==> src/hdl/pfpa_pkg.sv <==
// Shared types and constants of the polygon fan primitive assembler.
// Holds the queue word layout, the run codes and the result kinds.
// No dependencies.
package pfpa_pkg;

    localparam int PALETTE_ENTRIES = 256;
    localparam int PAL_AW = (PALETTE_ENTRIES > 1) ? $clog2(PALETTE_ENTRIES) : 1;

    // Result kinds.
    localparam logic [1:0] KIND_TRI    = 2'd0;
    localparam logic [1:0] KIND_LINE   = 2'd1;
    localparam logic [1:0] KIND_SPRITE = 2'd2;

    localparam logic [23:0] WHITE = 24'hFFFFFF;

    // Run codes: what one vertex word turns into.
    localparam logic [2:0] OP_EDGE   = 3'd0; // line prev -> cur
    localparam logic [2:0] OP_CLOSE  = 3'd1; // line cur -> first
    localparam logic [2:0] OP_BOTH   = 3'd2; // edge, then closing line
    localparam logic [2:0] OP_TRI    = 3'd3; // fan triangle first, prev, cur
    localparam logic [2:0] OP_SPRITE = 3'd4; // sprite on cur

    // Vertex slots held in a queue word.
    localparam logic [1:0] SRC_FIRST = 2'd0;
    localparam logic [1:0] SRC_PREV  = 2'd1;
    localparam logic [1:0] SRC_CUR   = 2'd2;

    // One queued run: positions are {x,y,z}, texture coordinates {u,v}.
    typedef struct packed {
        logic [2:0]        op;
        logic [2:0][47:0]  pos;
        logic [2:0][31:0]  uv;
        logic [23:0]       rgb;
        logic              tex;
        logic [31:0]       handle;
        logic [15:0]       size;
    } t_entry;

    // Handshake between the front and the queue.
    typedef struct packed {
        logic push;
    } t_front_ctl;

    typedef struct packed {
        logic full;
    } t_queue_sts;

endpackage

==> src/hdl/pfpa_queue.sv <==
// Two-entry queue of classified runs between the front and the back.
// Depends on pfpa_pkg.
module pfpa_queue (
    input  logic                  i_clk,
    input  logic                  i_rst_n,
    input  pfpa_pkg::t_front_ctl  i_ctl,
    input  pfpa_pkg::t_entry      i_entry,
    output pfpa_pkg::t_queue_sts  o_sts,
    input  logic                  i_pop,
    output logic                  o_head_valid,
    output pfpa_pkg::t_entry      o_head
);
    import pfpa_pkg::*;

    t_entry     r_slot [2];
    logic       r_wptr, r_rptr;
    logic [1:0] r_cnt;

    assign o_sts.full   = (r_cnt == 2'd2);
    assign o_head_valid = (r_cnt != 2'd0);
    assign o_head       = r_slot[r_rptr];

    always_ff @(posedge i_clk) begin
        if (!i_rst_n) begin
            r_wptr <= 1'b0;
            r_rptr <= 1'b0;
            r_cnt  <= '0;
        end else begin
            if (i_ctl.push) begin
                r_wptr <= !r_wptr;
            end
            if (i_pop) begin
                r_rptr <= !r_rptr;
            end
            r_cnt <= r_cnt + 2'(i_ctl.push) - 2'(i_pop);
        end
    end

    always_ff @(posedge i_clk) begin
        if (i_ctl.push) begin
            r_slot[r_wptr] <= i_entry;
        end
    end

endmodule

==> config.mk <==
export PLATFORM = sky130hd
export DESIGN_NAME = pfpa_queue
export DESIGN_NICKNAME = d
export VERILOG_FILES = /design/src/hdl/pfpa_pkg.sv /design/src/hdl/pfpa_queue.sv
export SDC_FILE = /design/constraint.sdc
export NUM_CORES = 1
export LEC_CHECK = 0
export ABC_AREA = 1
export BUFFER_PORTS_ARGS = -buffer_cell sky130_fd_sc_hd__buf_2
export CELL_PAD_IN_SITES_DETAIL_PLACEMENT = 1
export CELL_PAD_IN_SITES_GLOBAL_PLACEMENT = 1
export CORE_UTILIZATION = 35
export CTS_BUF_LIST = sky130_fd_sc_hd__clkbuf_4
export DETAILED_ROUTE_END_ITERATION = 10
export GPL_TIMING_DRIVEN = 0
export PLACE_DENSITY = 0.74
export SETUP_SLACK_MARGIN = 0.1
export SLEW_MARGIN = 30
export SYNTH_ARGS = -nofsm -noshare
export SYNTH_HDL_FRONTEND = slang
export SYNTH_SLANG_ARGS = --single-unit
export TNS_END_PERCENT = 1
==> constraint.sdc <==
create_clock -name i_clk -period 45.5 [get_ports i_clk]
set_clock_uncertainty 0.2 [all_clocks]
set_input_delay 2.275 -clock i_clk [delete_from_list [all_inputs] [get_ports i_clk]]
set_output_delay 2.275 -clock i_clk [all_outputs]
set_load 0.05 [all_outputs]
After elaboration in Yosys (flattened, before gate mapping). Memory sizes are Yosys's and may differ from the RTL's. A register that Yosys moved wholly into a read port is not among the register bits. Index checks and enable logic that the tools add are counted.

Register bits: 4. Memory bits (writable): 632. Memories kept: 1.

Add/sub/neg operators: 2. Equality and inequality tests: 1. Muxes and demuxes: 4. Reduce and logical (&&, ||, !) cells: 3.

Memories: r_slot (depth 2, width 316, read ports 1, clocked after Yosys merged registers in 1, write ports 1, RTL line pfpa_queue.sv:15) `t_entry r_slot [2];`.

Operator list (count): $mux W1 (4); $add A2 B1 Y2 (1); $eq A2 B2 Y1 const B (1); $logic_not A1 Y1 (2); $reduce_bool A2 Y1 (1); $sub A2 B1 Y2 (1).

Depth between registers and ports, before layout.
Word-level depth: 3. Mapped depth: 7. Depth with buffers taken out: 7.

Worst setup path before layout. No wires, ideal clock.

Path kind: input to register. Start point: in i_ctl. End point: mem r_slot[0][0] (netlist bit) (enable). Data arrival time: 15.512 ns. Required time: 44.291 ns. Slack: 28.780 ns. Stages on the path: 2. Buffers on the path: 0. Path through: inv_1 -> nor2_1.

Cells in the longest elaborated chain, start to end: 2.

RTL lines: start: declaration (RTL line pfpa_queue.sv:6) `input pfpa_pkg::t_front_ctl i_ctl,`; $mux W1 (RTL line pfpa_queue.sv:40) `if (i_ctl.push) begin`; $mux W1 (not written as such) (RTL line pfpa_queue.sv:41) `r_slot[r_wptr] <= i_entry;`; end: declaration (RTL line pfpa_queue.sv:15).

Every way passes these cells.

==> impl_metrics.csv <==
group,metric,value,unit
worst_setup_path,critPathLaunchType,"flop",
yosys,synth_area_leaders,"edfxtp_1 (79%), mux2_4 (15%), mux2_2 (3.6%), buf_6 (1.3%), dfxtp_1 (0.42%)",
place,place_inst,2548,
global_routing,grt_max_degree,89,
die,core_area,67500,um^2
drt,vias_per_cell,4.56,
clocking,post-cts-setup-buffers,0,
drt,via_count,13078,
flow_run,cap_violations,0,
power,ir_worst_vdd,0.0295,mV
yosys,ys.flop_type,"edfxtp_1",
yosys,yosys.area.top_type,"edfxtp_1",
timing,period_share,11.0,%
die,start_util,35.6,%
worst_setup_path,slowest_stage,"mux2_4",
worst_setup_path,worstSetupPathType,"flop to output port",
clocking,cts_buffers,168,
place,hpwl,44400,um
clocking,cts_tree,"done",
yosys,netlist.area_leader.share,79.0,%
worst_setup_path,slowest_delay,0.38,ns
global_routing,grt_pass1_vias,14590,
yosys,syn-cell-area,24000,um^2
timing,fmaxAchievable,0.200,GHz
worst_setup_path,cpMostUsedCell,"buf_6",
yosys,synth-edff-count,632,
yosys,synth-async-reset-ratio,0,%
yosys,synth_cells,1016,
clocking,h-tree-depth,4,
timing,setup_viol,0,
drt,first_pass_iters,5,
final_layout,fillers,6680,
power,powerDensity,45.8,nW/um^2
timing,fin_crit,5.01,ns
final_layout,seq_area,19100,um^2
final_layout,final_layout_size_suffix_gt1_share,64.7,%
clocking,clock_sinks,637,
clocking,cts-root-buf,"clkbuf_4",
die,ios,638,
yosys,ys_seq_area_share,79.4,%
clocking,postCtsHoldBufs,0,
global_routing,grt_pass1_wl,89200,um
yosys,synthTopCellsByCount,"edfxtp_1 (632), mux2_4 (240), mux2_2 (76)",
final_layout,area_growth,29.8,%
timing,hold_violations,0,
drt,post_drt_wl_per_cell,21.5,um
worst_setup_path,path_max_fanout,10,
timing,grt_setup_unrepaired,"no",
worst_setup_path,worstPathBufferInverterCount,4,
place,io_buffer_count,637,
drt,wirelength,61700,um
drt,first_iter_violations,679,
timing,fin_setup_tns,0,ns
global_routing,grt_use_total,17.2,%
drt,drc,0,
drt,ant_nets,0,
global_routing,antenna_found_initial,32,
yosys,post_synth_num_cell_types,12,
final_layout,nNetsFinal,2167,
yosys,synth_most_common_cell,"edfxtp_1",
global_routing,grt_overflow,0,
final_layout,layoutNonFillerInstCount,2868,
die,row_count,95,
die,die_w,264,um
die,die_area,69700,um^2
final_layout,multi_input_area,4570,um^2
worst_setup_path,end_kind,"output port",
clocking,cts_resized,0,
die,die_h,264,um
place,gp_congestion,0.796,
final_layout,final_area,31200,um^2
power,leakage,12.4,nW
worst_setup_path,path_delay_family,"buffers and inverters",
yosys,yosysWarnings,0,
timing,maxSlewViolCount,0,
timing,relSlewSlack,62.3,%
min_path,hold_class,"flop to flop",
worst_setup_path,crit_chain,"buf_6 > buf_6 > buf_6 > mux2_4 > buf_2",
status,status,"completed",
clocking,clk_path_buf_depth,3,
clocking,clk_pin_slew,0.06,ns
yosys,synth_nets,1338,
worst_setup_path,required,43.02,ns
timing,tightest_slew,0.566,ns
yosys,synth_seq_cells,637,
yosys,syn_avg_cell_area,23.6,um^2
place,postPlaceCellArea,28900,um^2
worst_setup_path,cp.arrival,2.53,ns
clocking,clk_latency,0.90,ns
worst paths after layout:
path | depth (start not counted) | start | endpoint | slack, ns
hold / removal | 2 | r_wptr | r_wptr | 0.34
hold reg to reg | 2 | r_wptr | r_wptr | 0.34
setup / recovery | 5 | flop | o_head[272] | 40.49
setup reg to reg | 4 | r_wptr | r_slot[1][99] | 43.19
cell type report:
cell class                 count  share of cell area [%]
antenna                       22                   0.177
clock inverter                55                    1.22
multi-input combinational    337                    14.6
timing repair buffer         659                    12.2
buffer                        35                    1.12
inverter                       7                   0.108
clock buffer                 243                    5.85
sequential                   637                    61.2
tap                          873                    3.50
worst register-to-register path, cell delays in order, from the launching register on:
cell and delay [ns]:
dfxtp_1 0.38, nand2_1 0.17, inv_8 0.20, buf_16 0.37, buf_16 0.47
cell usage in the layout, fill, tap and decap left out, types with 2 or more instances in the layout:
master and n:
diode_2 22, edfxtp_1 632, inv_6 3, inv_8 2
clkinv_2 8, clkinv_1 34, ha_1 2, dfxtp_1 5
buf_2 644, mux2_4 240, buf_6 28, bufinv_16 5
inv_1 6, clkbuf_4 243, nor2_1 7, nand2_1 9
mux2_2 76, clkinvlp_4 3, buf_16 22
stage by stage:
stage	util, %	power, mW	hold slack [ns]	setup slack, ns
after CTS	46.1	1.45	0.339	40.25
final	46.2	1.43	0.336	40.49
after floorplan	-	0.872	0.263	28.78
after global placement	41.9	0.935	0.280	21.19
after global routing	46.2	1.48	0.366	40.28
after detailed placement	42.8	0.931	0.300	41.15
metal layers:
| layer | global-route usage [%] | share of wire (%) | vias to the layer above |
|---|---|---|---|
| li1 | - | - | 5873 |
| met1 | 17.5 | 36 | 6529 |
| met5 | 0 | 0.22 | - |
| met2 | 30.5 | 53 | 524 |
| met3 | 7.21 | 7.6 | 132 |
| met4 | 8.20 | 2.9 | 20 |
flip-flops by register name, summed over array words and instances, names as in the netlist, named ones only:
name    count
r_wptr      1
r_cnt       2
r_slot    632
r_rptr      1
report_power, final:
group	switching, mW	internal, mW	total [mW]
clock network	0.235	0.275	0.510
logic	0.155	0.0741	0.229
registers	0.00804	0.680	0.688
cell families after synthesis:
kind of cell | synth area share, %
muxes | 18.6
buffers and inverters | 1.57
AOI/OAI and AO/OA | 0.0208
and+or+nand+nor | 0.287
adders and majority gates | 0.104
DFF | 79.4
Power figures use the tool's default switching activity.
