===== src/hdl/pfpa_pkg.sv =====
// Shared types and constants of the polygon fan primitive assembler.
// Holds the queue word layout, the run codes and the result kinds.
// No dependencies.
package pfpa_pkg;

    localparam int PALETTE_ENTRIES = 256;
    localparam int PAL_AW = (PALETTE_ENTRIES > 1) ? $clog2(PALETTE_ENTRIES) : 1;

    // Result kinds.
    localparam logic [1:0] KIND_TRI    = 2'd0;
    localparam logic [1:0] KIND_LINE   = 2'd1;
    localparam logic [1:0] KIND_SPRITE = 2'd2;

    localparam logic [23:0] WHITE = 24'hFFFFFF;

    // Run codes: what one vertex word turns into.
    localparam logic [2:0] OP_EDGE   = 3'd0; // line prev -> cur
    localparam logic [2:0] OP_CLOSE  = 3'd1; // line cur -> first
    localparam logic [2:0] OP_BOTH   = 3'd2; // edge, then closing line
    localparam logic [2:0] OP_TRI    = 3'd3; // fan triangle first, prev, cur
    localparam logic [2:0] OP_SPRITE = 3'd4; // sprite on cur

    // Vertex slots held in a queue word.
    localparam logic [1:0] SRC_FIRST = 2'd0;
    localparam logic [1:0] SRC_PREV  = 2'd1;
    localparam logic [1:0] SRC_CUR   = 2'd2;

    // One queued run: positions are {x,y,z}, texture coordinates {u,v}.
    typedef struct packed {
        logic [2:0]        op;
        logic [2:0][47:0]  pos;
        logic [2:0][31:0]  uv;
        logic [23:0]       rgb;
        logic              tex;
        logic [31:0]       handle;
        logic [15:0]       size;
    } t_entry;

    // Handshake between the front and the queue.
    typedef struct packed {
        logic push;
    } t_front_ctl;

    typedef struct packed {
        logic full;
    } t_queue_sts;

endpackage


===== src/hdl/pfpa_back.sv =====
// Back of the assembler: walks one queued run into the output register, a result
// per cycle while the output is not stalled. Depends on pfpa_pkg.
module pfpa_back (
    input  logic              i_clk,
    input  logic              i_rst_n,
    input  logic              i_head_valid,
    input  pfpa_pkg::t_entry  i_head,
    output logic              o_pop,
    output logic              o_out_valid,
    input  logic              i_out_ready,
    output logic [1:0]        o_prim_kind,
    output logic [23:0]       o_colour_rgb,
    output logic              o_tex_enable,
    output logic [31:0]       o_texture_handle,
    output logic [15:0]       o_sprite_size,
    output logic signed [15:0] o_out_x,
    output logic signed [15:0] o_out_y,
    output logic signed [15:0] o_out_z,
    output logic signed [15:0] o_out_u,
    output logic signed [15:0] o_out_v,
    output logic              o_last_of_primitive,
    output logic              o_last_of_run
);
    import pfpa_pkg::*;

    logic [1:0]  r_step;
    logic        r_valid;
    logic [1:0]  step_end, src, kind;
    logic        lp, load;
    logic [47:0] pos;
    logic [31:0] uv;

    always_comb begin
        step_end = 2'd0;
        src      = SRC_CUR;
        kind     = KIND_LINE;
        lp       = 1'b0;
        case (i_head.op)
            OP_EDGE: begin
                step_end = 2'd1;
                src      = (r_step == 2'd0) ? SRC_PREV : SRC_CUR;
                lp       = (r_step == 2'd1);
            end
            OP_CLOSE: begin
                step_end = 2'd1;
                src      = (r_step == 2'd0) ? SRC_CUR : SRC_FIRST;
                lp       = (r_step == 2'd1);
            end
            OP_BOTH: begin
                step_end = 2'd3;
                lp       = r_step[0];
                case (r_step)
                    2'd0:    src = SRC_PREV;
                    2'd3:    src = SRC_FIRST;
                    default: src = SRC_CUR;
                endcase
            end
            OP_TRI: begin
                step_end = 2'd2;
                kind     = KIND_TRI;
                lp       = (r_step == 2'd2);
                case (r_step)
                    2'd0:    src = SRC_FIRST;
                    2'd1:    src = SRC_PREV;
                    default: src = SRC_CUR;
                endcase
            end
            OP_SPRITE: begin
                step_end = 2'd0;
                kind     = KIND_SPRITE;
                lp       = 1'b1;
            end
            default: begin
                step_end = 2'd0;
            end
        endcase
    end

    always_comb begin
        case (src)
            SRC_FIRST: begin
                pos = i_head.pos[SRC_FIRST];
                uv  = i_head.uv[SRC_FIRST];
            end
            SRC_PREV: begin
                pos = i_head.pos[SRC_PREV];
                uv  = i_head.uv[SRC_PREV];
            end
            default: begin
                pos = i_head.pos[SRC_CUR];
                uv  = i_head.uv[SRC_CUR];
            end
        endcase
    end

    assign load  = i_head_valid && (!r_valid || i_out_ready);
    assign o_pop = load && (r_step == step_end);

    always_ff @(posedge i_clk) begin
        if (!i_rst_n) begin
            r_step  <= '0;
            r_valid <= 1'b0;
        end else begin
            if (load) begin
                r_step <= (r_step == step_end) ? 2'd0 : r_step + 2'd1;
            end
            if (load) begin
                r_valid <= 1'b1;
            end else if (i_out_ready) begin
                r_valid <= 1'b0;
            end
        end
    end

    always_ff @(posedge i_clk) begin
        if (load) begin
            o_prim_kind         <= kind;
            o_colour_rgb        <= i_head.rgb;
            o_tex_enable        <= i_head.tex;
            o_texture_handle    <= i_head.handle;
            o_sprite_size       <= i_head.size;
            o_out_x             <= pos[47:32];
            o_out_y             <= pos[31:16];
            o_out_z             <= pos[15:0];
            o_out_u             <= uv[31:16];
            o_out_v             <= uv[15:0];
            o_last_of_primitive <= lp;
            o_last_of_run       <= (r_step == step_end);
        end
    end

    assign o_out_valid = r_valid;

endmodule


===== config.mk =====
export PLATFORM = sky130hd
export DESIGN_NAME = pfpa_back
export DESIGN_NICKNAME = d
export VERILOG_FILES = /design/src/hdl/pfpa_pkg.sv /design/src/hdl/pfpa_back.sv
export SDC_FILE = /design/constraint.sdc
export NUM_CORES = 1
export LEC_CHECK = 0
export BUFFER_PORTS_ARGS = -buffer_cell sky130_fd_sc_hd__buf_2
export CAP_MARGIN = 40
export CORE_AREA = 2 2 186 188
export CTS_BUF_LIST = sky130_fd_sc_hd__clkbuf_8 sky130_fd_sc_hd__clkbuf_16
export CTS_CLUSTER_SIZE = 8
export DETAILED_ROUTE_END_ITERATION = 10
export DIE_AREA = 0 0 188 190
export PLACE_DENSITY_LB_ADDON = 0.3
export SLEW_MARGIN = 10
export SYNTH_ARGS = -nofsm -noshare
export SYNTH_HDL_FRONTEND = slang
export SYNTH_SLANG_ARGS = --single-unit

===== constraint.sdc =====
create_clock -name i_clk -period 6.75 [get_ports i_clk]
set_clock_uncertainty 0.15 [all_clocks]
set_input_delay 0.3375 -clock i_clk [delete_from_list [all_inputs] [get_ports i_clk]]
set_output_delay 0.3375 -clock i_clk [all_outputs]
set_load 0.05 [all_outputs]

# [Yosys cells after proc, flatten, opt, wreduce, memory -nomap -nowiden]
# Index checks and enable logic that the tools add are counted.
[classes] addsub=1 eq_ne=9 mux=13 n_reduce_logical=9
[op_table] cell="$pmux W48 S2" count=1
[op_table] cell="$pmux W32 S2" count=1
[op_table] cell="$pmux W2 S2" count=3
[op_table] cell="$pmux W2 S4" count=1
[op_table] cell="$eq A3 B2 Y1 const B" count=2
[op_table] cell="$mux W2" count=3
[op_table] cell="$pmux W2 S3" count=1
[op_table] cell="$eq A2 B1 Y1 const B" count=2
[op_table] cell="$eq A2 B2 Y1 const B" count=2
[op_table] cell="$logic_not A2 Y1" count=2
[op_table] cell="$pmux W1 S4" count=1
[op_table] cell="$eq A3 B1 Y1 const B" count=1
[op_table] cell="$eq A3 B3 Y1 const B" count=1
[op_table] cell="$logic_not A3 Y1" count=1
[op_table] cell="$add A2 B1 Y2 const B" count=1
[op_table] cell="$eq A2 B2 Y1" count=1
[op_table] cell="$logic_and A1 B1 Y1" count=2
[op_table] cell="$mux W1" count=2
[op_table] cell="$reduce_bool A2 Y1" count=1
[op_table] cell="$reduce_or A2 Y1" count=1
[op_table] cell="$logic_not A1 Y1" count=1
[op_table] cell="$logic_or A1 B1 Y1" count=1
[word_totals] regBits=160 input_bits=320 out_inout_bits=159 elab_cells=46

# [Depth between registers and ports, before layout]
# Gate-level depths: netlist (run 1).
[logic_depth] word_depth=5 depth_mapped=8 mapped_depth_nobuf=6

# [Least setup slack after synthesis (run 1)]
# No wires, ideal clock.
[synth_path] kind="reg2out" from="register r_valid (netlist: o_out_valid)" to="output o_pop" arrival_time_ns=4.653 setup_slack_ns=1.609 path_stages_with_launch=5 cell_sequence="dfxtp_1 -> nor2b_1 -> nand2b_1 -> inv_1 -> and2_1"
[synth_via] elab_chain_cells=4
[synth_lines] element="start: declaration" line="pfpa_back.sv:27" text="logic r_valid;"
[synth_lines] element="start signal: assignment" line="pfpa_back.sv:102" text="r_valid <= 1'b0;"
[synth_lines] element="start signal: assignment" line="pfpa_back.sv:108" text="r_valid <= 1'b1;"
[synth_lines] element="start signal: assignment" line="pfpa_back.sv:110" text="r_valid <= 1'b0;"
[synth_lines] element="$logic_not A1 Y1" line="pfpa_back.sv:96" text="assign load = i_head_valid && (!r_valid || i_out_ready);"
[synth_lines] element="$logic_or A1 B1 Y1" line="pfpa_back.sv:96"
[synth_lines] element="$logic_and A1 B1 Y1" line="pfpa_back.sv:96"
[synth_lines] element="via load" line="pfpa_back.sv:29" text="logic lp, load;"
[synth_lines] element="$logic_and A1 B1 Y1" line="pfpa_back.sv:97" text="assign o_pop = load && (r_step == step_end);"
[synth_lines] element="end: declaration" line="pfpa_back.sv:8" text="output logic o_pop,"
# The timed path passes the listed nets, and every way through them passes these cells.

# [Worst setup path in the final report (run 1)]
[layout_path] from="register r_step[0]" to="register o_out_y[0], data pin"
[layout_via] elab_chain_cells=5
[layout_lines] element="start: declaration" line="pfpa_back.sv:26" text="logic [1:0] r_step;"
[layout_lines] element="start signal: assignment" line="pfpa_back.sv:105" text="r_step <= (r_step == step_end) ? 2'd0 : r_step + 2'd1;"
[layout_lines] element="$eq A2 B1 Y1, or another cell as far along" line="pfpa_back.sv:62" text="case (r_step)"
[layout_lines] element="$pmux W2 S2, or another cell as far along" line="pfpa_back.sv:62"
[layout_lines] element="$pmux W2 S4 (*)" line="pfpa_back.sv:38" text="case (i_head.op)"
[layout_lines] element="$eq A2 B1 Y1 or $logic_not A2 Y1 (tied branches)" line="pfpa_back.sv:80" text="case (src)"
[layout_lines] element="$pmux W48 S2 (*)" line="pfpa_back.sv:80"
[layout_lines] element="via pos[16]" line="pfpa_back.sv:30" text="logic [47:0] pos;"
[layout_lines] element="end signal: assignment" line="pfpa_back.sv:123" text="o_out_y <= pos[31:16];"
[layout_lines] element="end: declaration" line="pfpa_back.sv:17" text="output logic signed [15:0] o_out_y,"
# Mark *: on every way through the listed nets, which the timed path passes. The rest lies on a longest branch.
# A chain may end at the register's enable or synchronous reset.

==> metrics.yaml, run 1 <==
critical_path:
  criticalPathCategory: "register to register"
  slowest_delay_ps: 460
  path_delay_family: "buffers and inverters"
  rr_worst_depth: 8
  r2r_slack_ps: 3910
  end_kind: "register"
  required_ps: 6780
  path_max_fanout: 39
  path_cells: "inv_1, ha_1, nor2b_1, a21o_1, a211oi_4, buf_4, buf_16, mux2_4"
  arrival_ps: 2870
  crit_path_top_delay_cell: "dfxtp_1"
  timing.rr.start: "r_step[0]"
  r2r_end: "o_out_y[0]"
  startpoint_type: "register"
  path_buf_inv: 3
hold_path:
  min_from: "i_rst_n"
  hold_path.class: "input port to register"
  min_to: "o_out_valid"
  min_path_cells: 2
global_routing:
  antenna_found_initial: 0
  grt_max_degree: 90
  grt_pass1_vias: 5630
  overflow: 0
  track_usage_pct: 12.0
  grt_first_pass_wirelength_um: 31700
drt:
  firstDrtPassIters: 4
  vias_per_cell: 3.84
  drc_errors: 0
  routedWlPerCell_um: 15.8
  vias: 5394
  first_iter_violations: 147
  wirelength_um: 22300
  antenna_left: 0
die:
  design.core.area_mm2: 0.0339
  initial_utilization_pct: 22.6
  die_w_um: 188
  io_pins: 479
  rows: 68
  dieHeight_um: 190
  die_area_mm2: 0.0357
cts:
  clock-sinks: 160
  cts_buffers: 17
  insertion_delay_ps: 430
  cts_tree: "built"
  cts_max_level: 4
  cts_buffer_depth: 2
  root_buffer: "clkbuf_16"
  path_clk_slew_ps: 70
timing:
  rsz0062_at_grt: "false"
  tightestPinTransition_ps: 706
  slew_violations: 0
  finalSetupTns_ps: 0
  finalSetupViolCount: 0
  post-route-period-util_pct: 42.1
  finalCriticalPeriod_ps: 2840
  hold_viol: 0
  fmax_ghz: 0.352
  slew_headroom_pct: 53.0
synth:
  yosysWarnings: 0
  synth_top_area_share_pct: 61.4
  synth_top_flop_cell: "edfxtp_1"
  synth_nets: 705
  ys_seq_elements: 160
  yosysSeqAreaShare_pct: 62.2
  post_synth_num_cell_types: 32
  synth_edf_count: 157
  ys_async_sr_fraction_pct: 0
  synthesis.area_mm2: 0.00768
  synthTopCellsByArea: "edfxtp_1, mux2_4, buf_8, ha_1, dfxtp_1"
  postSynthCellCount: 380
  synth_largest_area_cell: "edfxtp_1"
  avgSynthCellArea_um2: 20.2
power_and_ir_drop:
  p_leak_nw: 5.52
  p_per_area_mw_per_mm2: 242
  ir_drop_v: 0.000169
  power_mw: 2.86
  p_sw_mw: 0.859
  swShare_pct: 30.0
  p_comb_share_pct: 25.2
  p_seq_share_pct: 42.0
  pwr-share-clk_pct: 32.8
  intPower_mw: 2.00
place:
  place_hpwl_um: 16800
  port_buffers: 478
  routabilityCongestion: 0.737
  dp_cells: 1300
finish:
  area_growth_pct: 54.3
  layout.cells.non_filler: 1406
  drive_gt1_share_pct: 71.3
  fillCellCount: 3301
  nNetsFinal: 1263
  diodes: 0
run:
  cap_viol_max_count: 0
run_status:
  status: "finished clean"
==> registers in the layout (all words and copies together), names as in the netlist <==
signal,cells
o_texture_handle,32
o_colour_rgb,24
o_out_u,16
o_out_v,16
o_out_x,16
o_out_y,16
o_out_z,16
o_sprite_size,16
o_prim_kind,2
r_step,2
o_last_of_primitive,1
o_last_of_run,1
o_out_valid,1
o_tex_enable,1
==> through the flow <==
stage                     utilization, %  setup slack, ps  cell area [µm²]  hold slack [ps]
after floorplan                        -             1610             7680              286
after global placement              30.9             3780            10500              360
after detailed placement            31.1             3910            10500              366
after CTS                           34.9             3770            11900             7.10
after global routing                34.9             3730            11900             19.2
final                               34.9             3910            11900             28.8
==> layout make-up <==
type / count / area, µm² / area share (%)
Clock buffer: 17 / 425 / 3.59
Clock inverter: 15 / 135 / 1.14
Inverter: 3 / 16.3 / 0.137
Multi-Input combinational cell: 197 / 2690 / 22.7
Sequential cell: 160 / 4770 / 40.3
Tap cell: 455 / 569 / 4.80
Timing Repair Buffer: 559 / 3240 / 27.3
==> synthesized netlist by cell type, types with 2 or more instances <==
master / n
buf_4: 8
ha_1: 5
mux2_4: 160
and2b_1: 2
nand2_1: 2
o2111ai_1: 2
buf_8: 8
buf_6: 2
nor2b_1: 5
dfxtp_1: 3
a21oi_1: 2
a31oi_1: 2
a21boi_0: 2
edfxtp_1: 157
inv_1: 3
==> repair_timing <==
item,in CTS,in global routing
setup buffers,0,0
setup endpoints to repair,0,0
hold buffers,74,0
hold endpoints to repair,74,0
gates resized for setup,0,0
==> layer usage <==
layer / global-route usage (%) / wire length [µm]
met1: 12.8 / 8520
met2: 21.6 / 11600
met3: 3.89 / 1740
met4: 5.33 / 406
met5: 0 / 0
==> cell families (layout without fill, tap and decap cells) <==
kind of cell,count (synthesis),in the layout,synth area share (%)
AO/OA/AOI/OAI,14,14,1.34
flip-flops,160,160,62.2
XOR/XNOR,1,1,0.114
AND/OR/NAND/NOR,16,16,1.25
multiplexers,161,161,31.4
adder cells (fa/ha/maj),5,5,0.815
buffers and inverters,23,594,2.90
==> cell usage in the layout, fill, tap and decap left out, types with 2 or more instances in the layout <==
master,n
buf_2,478
mux2_4,160
edfxtp_1,157
dlygate4sd3_1,74
clkbuf_16,17
nor2b_1,5
inv_6,5
ha_1,5
buf_4,4
inv_1,3
clkinv_2,3
dfxtp_1,3
and2b_1,2
a21oi_1,2
a31oi_1,2
o2111ai_1,2
nand2_1,2
a21boi_0,2
clkinv_4,2
inv_8,2
buf_16,2
==> power by group through the flow <==
stage / Sequential (mW) / Combinational, mW / Clock [mW]
6_report: 1.20 / 0.722 / 0.939
5_1_grt: 1.21 / 0.760 / 1.01
3_3_place_gp: 1.22 / 0.688 / 0
2_1_floorplan: 1.47 / 0.258 / 0
4_1_cts: 1.20 / 0.731 / 0.984
3_5_place_dp: 1.22 / 0.698 / 0
==> worst max path at each step <==
stage / from / end / slack, ps / cells after the start
2_1_floorplan: o_out_valid / o_pop / 1610 / 4
3_3_place_gp: r_step[0] / o_out_z[13] / 3780 / 7
6_report: r_step[0] / o_out_y[0] / 3910 / 8
4_1_cts: o_out_valid / o_pop / 3770 / 5
5_1_grt: r_step[0] / o_out_y[0] / 3730 / 8
3_5_place_dp: r_step[0] / o_out_y[0] / 3910 / 8
(Power assumes the default switching activity.)
==> run 2, diff against run 1 <==
--- a/config.mk
+++ b/config.mk
@@ -7,11 +7,11 @@
 export LEC_CHECK = 0
 export BUFFER_PORTS_ARGS = -buffer_cell sky130_fd_sc_hd__buf_2
 export CAP_MARGIN = 40
-export CORE_AREA = 2 2 186 188
+export CORE_AREA = 2 2 188 190
 export CTS_BUF_LIST = sky130_fd_sc_hd__clkbuf_8 sky130_fd_sc_hd__clkbuf_16
 export CTS_CLUSTER_SIZE = 8
 export DETAILED_ROUTE_END_ITERATION = 10
-export DIE_AREA = 0 0 188 190
+export DIE_AREA = 0 0 190 192
 export PLACE_DENSITY_LB_ADDON = 0.3
 export SLEW_MARGIN = 10
 export SYNTH_ARGS = -nofsm -noshare
==> constraint.sdc (replaced) <==
create_clock -name i_clk -period 2.7 [get_ports i_clk]
set_clock_uncertainty 0.15 [all_clocks]
set_input_delay 0.135 -clock i_clk [delete_from_list [all_inputs] [get_ports i_clk]]
set_output_delay 0.135 -clock i_clk [all_outputs]
set_load 0.05 [all_outputs]
==> run 2 against run 1 <==
The run now fails in clock tree synthesis (4_1_cts). Area after synthesis is the same. Synthesized cell count is the same.
==> metrics.yaml, run 2 <==
run_status:
  status: "stopped before the end"  # was finished clean
  stop_stage: "clock tree synthesis (4_1_cts)"
  error: "[ERROR RSZ-0060] Max buffer count reached."
cts:
  cts_buffer_depth: 2  # unchanged
  cts_max_level: 4  # unchanged
  cts_setup_buffers: 0  # unchanged
  hold_buffers: 269  # was 74
  clock-sinks: 160  # unchanged
  root_buffer: "clkbuf_16"  # unchanged
  cts_buffers: 17  # unchanged
  cts.repair.resized: 0  # unchanged
synth:
  synthesis.area_mm2: 0.00768  # unchanged
  yosysMostFrequentCell: "mux2_4"  # unchanged
  synth_top_flop_cell: "edfxtp_1"  # unchanged
  synth_top_area_share_pct: 61.4  # unchanged
  avgSynthCellArea_um2: 20.2  # unchanged
  yosysWarnings: 0  # unchanged
  ys_seq_elements: 160  # unchanged
  yosysSeqAreaShare_pct: 62.2  # unchanged
  postSynthCellCount: 380  # unchanged
  synthTopCellsByArea: "edfxtp_1, mux2_4, buf_8, ha_1, dfxtp_1"  # unchanged
  synth_nets: 705  # unchanged
  synth_largest_area_cell: "edfxtp_1"  # unchanged
  post_synth_num_cell_types: 32  # unchanged
  synth_commonest_cells: "mux2_4, edfxtp_1, buf_4, buf_8"  # unchanged
  ys_async_sr_fraction_pct: 0  # unchanged
  synth_edf_count: 157  # unchanged
die:
  die_w_um: 190  # was 188 µm
  rows: 68  # unchanged
  initial_utilization_pct: 22.4  # was 22.6%
  dieHeight_um: 192  # was 190 µm
  io_pins: 479  # unchanged
place:
  port_buffers: 478  # unchanged
  routabilityCongestion: 0.777  # was 0.737
  post-place-ws_ps: 133  # was 3910 ps
  place_hpwl_um: 17300  # was 16800 µm
==> run 2: cell counts after synthesis <==
No cell type changed its count.
==> run 2: cells by family after synthesis <==
family          Yosys count  synth area share, %
compound gates           14                 1.34
fa+ha+maj                 5                0.815
flops                   160                 62.2
mux                     161                 31.4
simple gates             16                 1.25
buf+inv                  23                 2.90
xor+xnor                  1                0.114
==> run 2: per-stage QoR <==
stage	cells	cell area (µm²)	setup TNS, ps
after detailed placement	1309	10700	0
after floorplan	380	7700	-145950
after global placement	1309	10700	0
==> run 3, diff against run 2 <==
--- a/config.mk
+++ b/config.mk
@@ -7,12 +7,10 @@
 export LEC_CHECK = 0
 export BUFFER_PORTS_ARGS = -buffer_cell sky130_fd_sc_hd__buf_2
 export CAP_MARGIN = 40
-export CORE_AREA = 2 2 188 190
-export CTS_BUF_LIST = sky130_fd_sc_hd__clkbuf_8 sky130_fd_sc_hd__clkbuf_16
-export CTS_CLUSTER_SIZE = 8
+export CORE_AREA = 2 2 186 188
 export DETAILED_ROUTE_END_ITERATION = 10
-export DIE_AREA = 0 0 190 192
-export PLACE_DENSITY_LB_ADDON = 0.3
+export DIE_AREA = 0 0 188 190
+export PLACE_DENSITY_LB_ADDON = 0.15
 export SLEW_MARGIN = 10
 export SYNTH_ARGS = -nofsm -noshare
 export SYNTH_HDL_FRONTEND = slang
==> run 3 against run 2 <==
Synthesized cell count did not move. The flow again stops in clock tree synthesis (4_1_cts). Area after synthesis did not move.
==> metrics.yaml, run 3 <==
synth:
  synth_edf_count: 157  # unchanged
  synth_largest_area_cell: "edfxtp_1"  # unchanged
  synth-xor-area-share_pct: 0.114  # unchanged
  synthSimpleGateAreaFrac_pct: 1.25  # unchanged
  synth_top_family_by_area: "multiplexers"  # unchanged
  yosysSeqAreaShare_pct: 62.2  # unchanged
  synth_nets: 705  # unchanged
  postSynthCellCount: 380  # unchanged
  post_synth_num_cell_types: 32  # unchanged
  synth_top_flop_cell: "edfxtp_1"  # unchanged
  yosysWarnings: 0  # unchanged
  synthAdderAreaFrac_pct: 0.815  # unchanged
  synth_commonest_cells: "mux2_4, edfxtp_1, buf_4, buf_8"  # unchanged
  synthTopCellsByArea: "edfxtp_1, mux2_4, buf_8, ha_1, dfxtp_1"  # unchanged
  synthMuxAreaShare_pct: 31.4  # unchanged
  synth_top_area_share_pct: 61.4  # unchanged
  ys_seq_elements: 160  # unchanged
  synth_compound_area_share_pct: 1.34  # unchanged
  yosysMostFrequentCell: "mux2_4"  # unchanged
  synthesis.area_mm2: 0.00768  # unchanged
  avgSynthCellArea_um2: 20.2  # unchanged
  ys_async_sr_fraction_pct: 0  # unchanged
run_status:
  stop_stage: "clock tree synthesis (4_1_cts)"  # unchanged
  error: "[ERROR RSZ-0060] Max buffer count reached."  # unchanged
  status: "stopped before the end"  # unchanged
cts:
  cts_max_level: 4  # unchanged
  clock-sinks: 160  # unchanged
  cts_buffers: 17  # unchanged
  cts_setup_buffers: 0  # unchanged
  cts_buffer_depth: 2  # unchanged
  hold_buffers: 271  # was 269
  root_buffer: "clkbuf_16"  # unchanged
  cts.repair.resized: 0  # unchanged
place:
  routabilityCongestion: 0.784  # was 0.777
  place_hpwl_um: 19000  # was 17300 µm
  dp_cells: 1317  # was 1309
  port_buffers: 478  # unchanged
  post-place-ws_ps: 159  # was 133 ps
die:
  dieHeight_um: 190  # was 192 µm
  die_w_um: 188  # was 190 µm
  rows: 68  # unchanged
  io_pins: 479  # unchanged
  initial_utilization_pct: 22.6  # was 22.4%
==> run 3: per-stage QoR <==
stage	instance area (µm²)	TNS (ps)
detailed placement	10800	0
global placement	10800	0
floorplan	7700	-145950
==> run 3: kinds of logic after synthesis <==
kind of cell	count (synthesis)
AO/OA/AOI/OAI	14
XOR/XNOR	1
adder cells (fa/ha/maj)	5
buffers and inverters	23
flip-flops	160
multiplexers	161
AND/OR/NAND/NOR	16
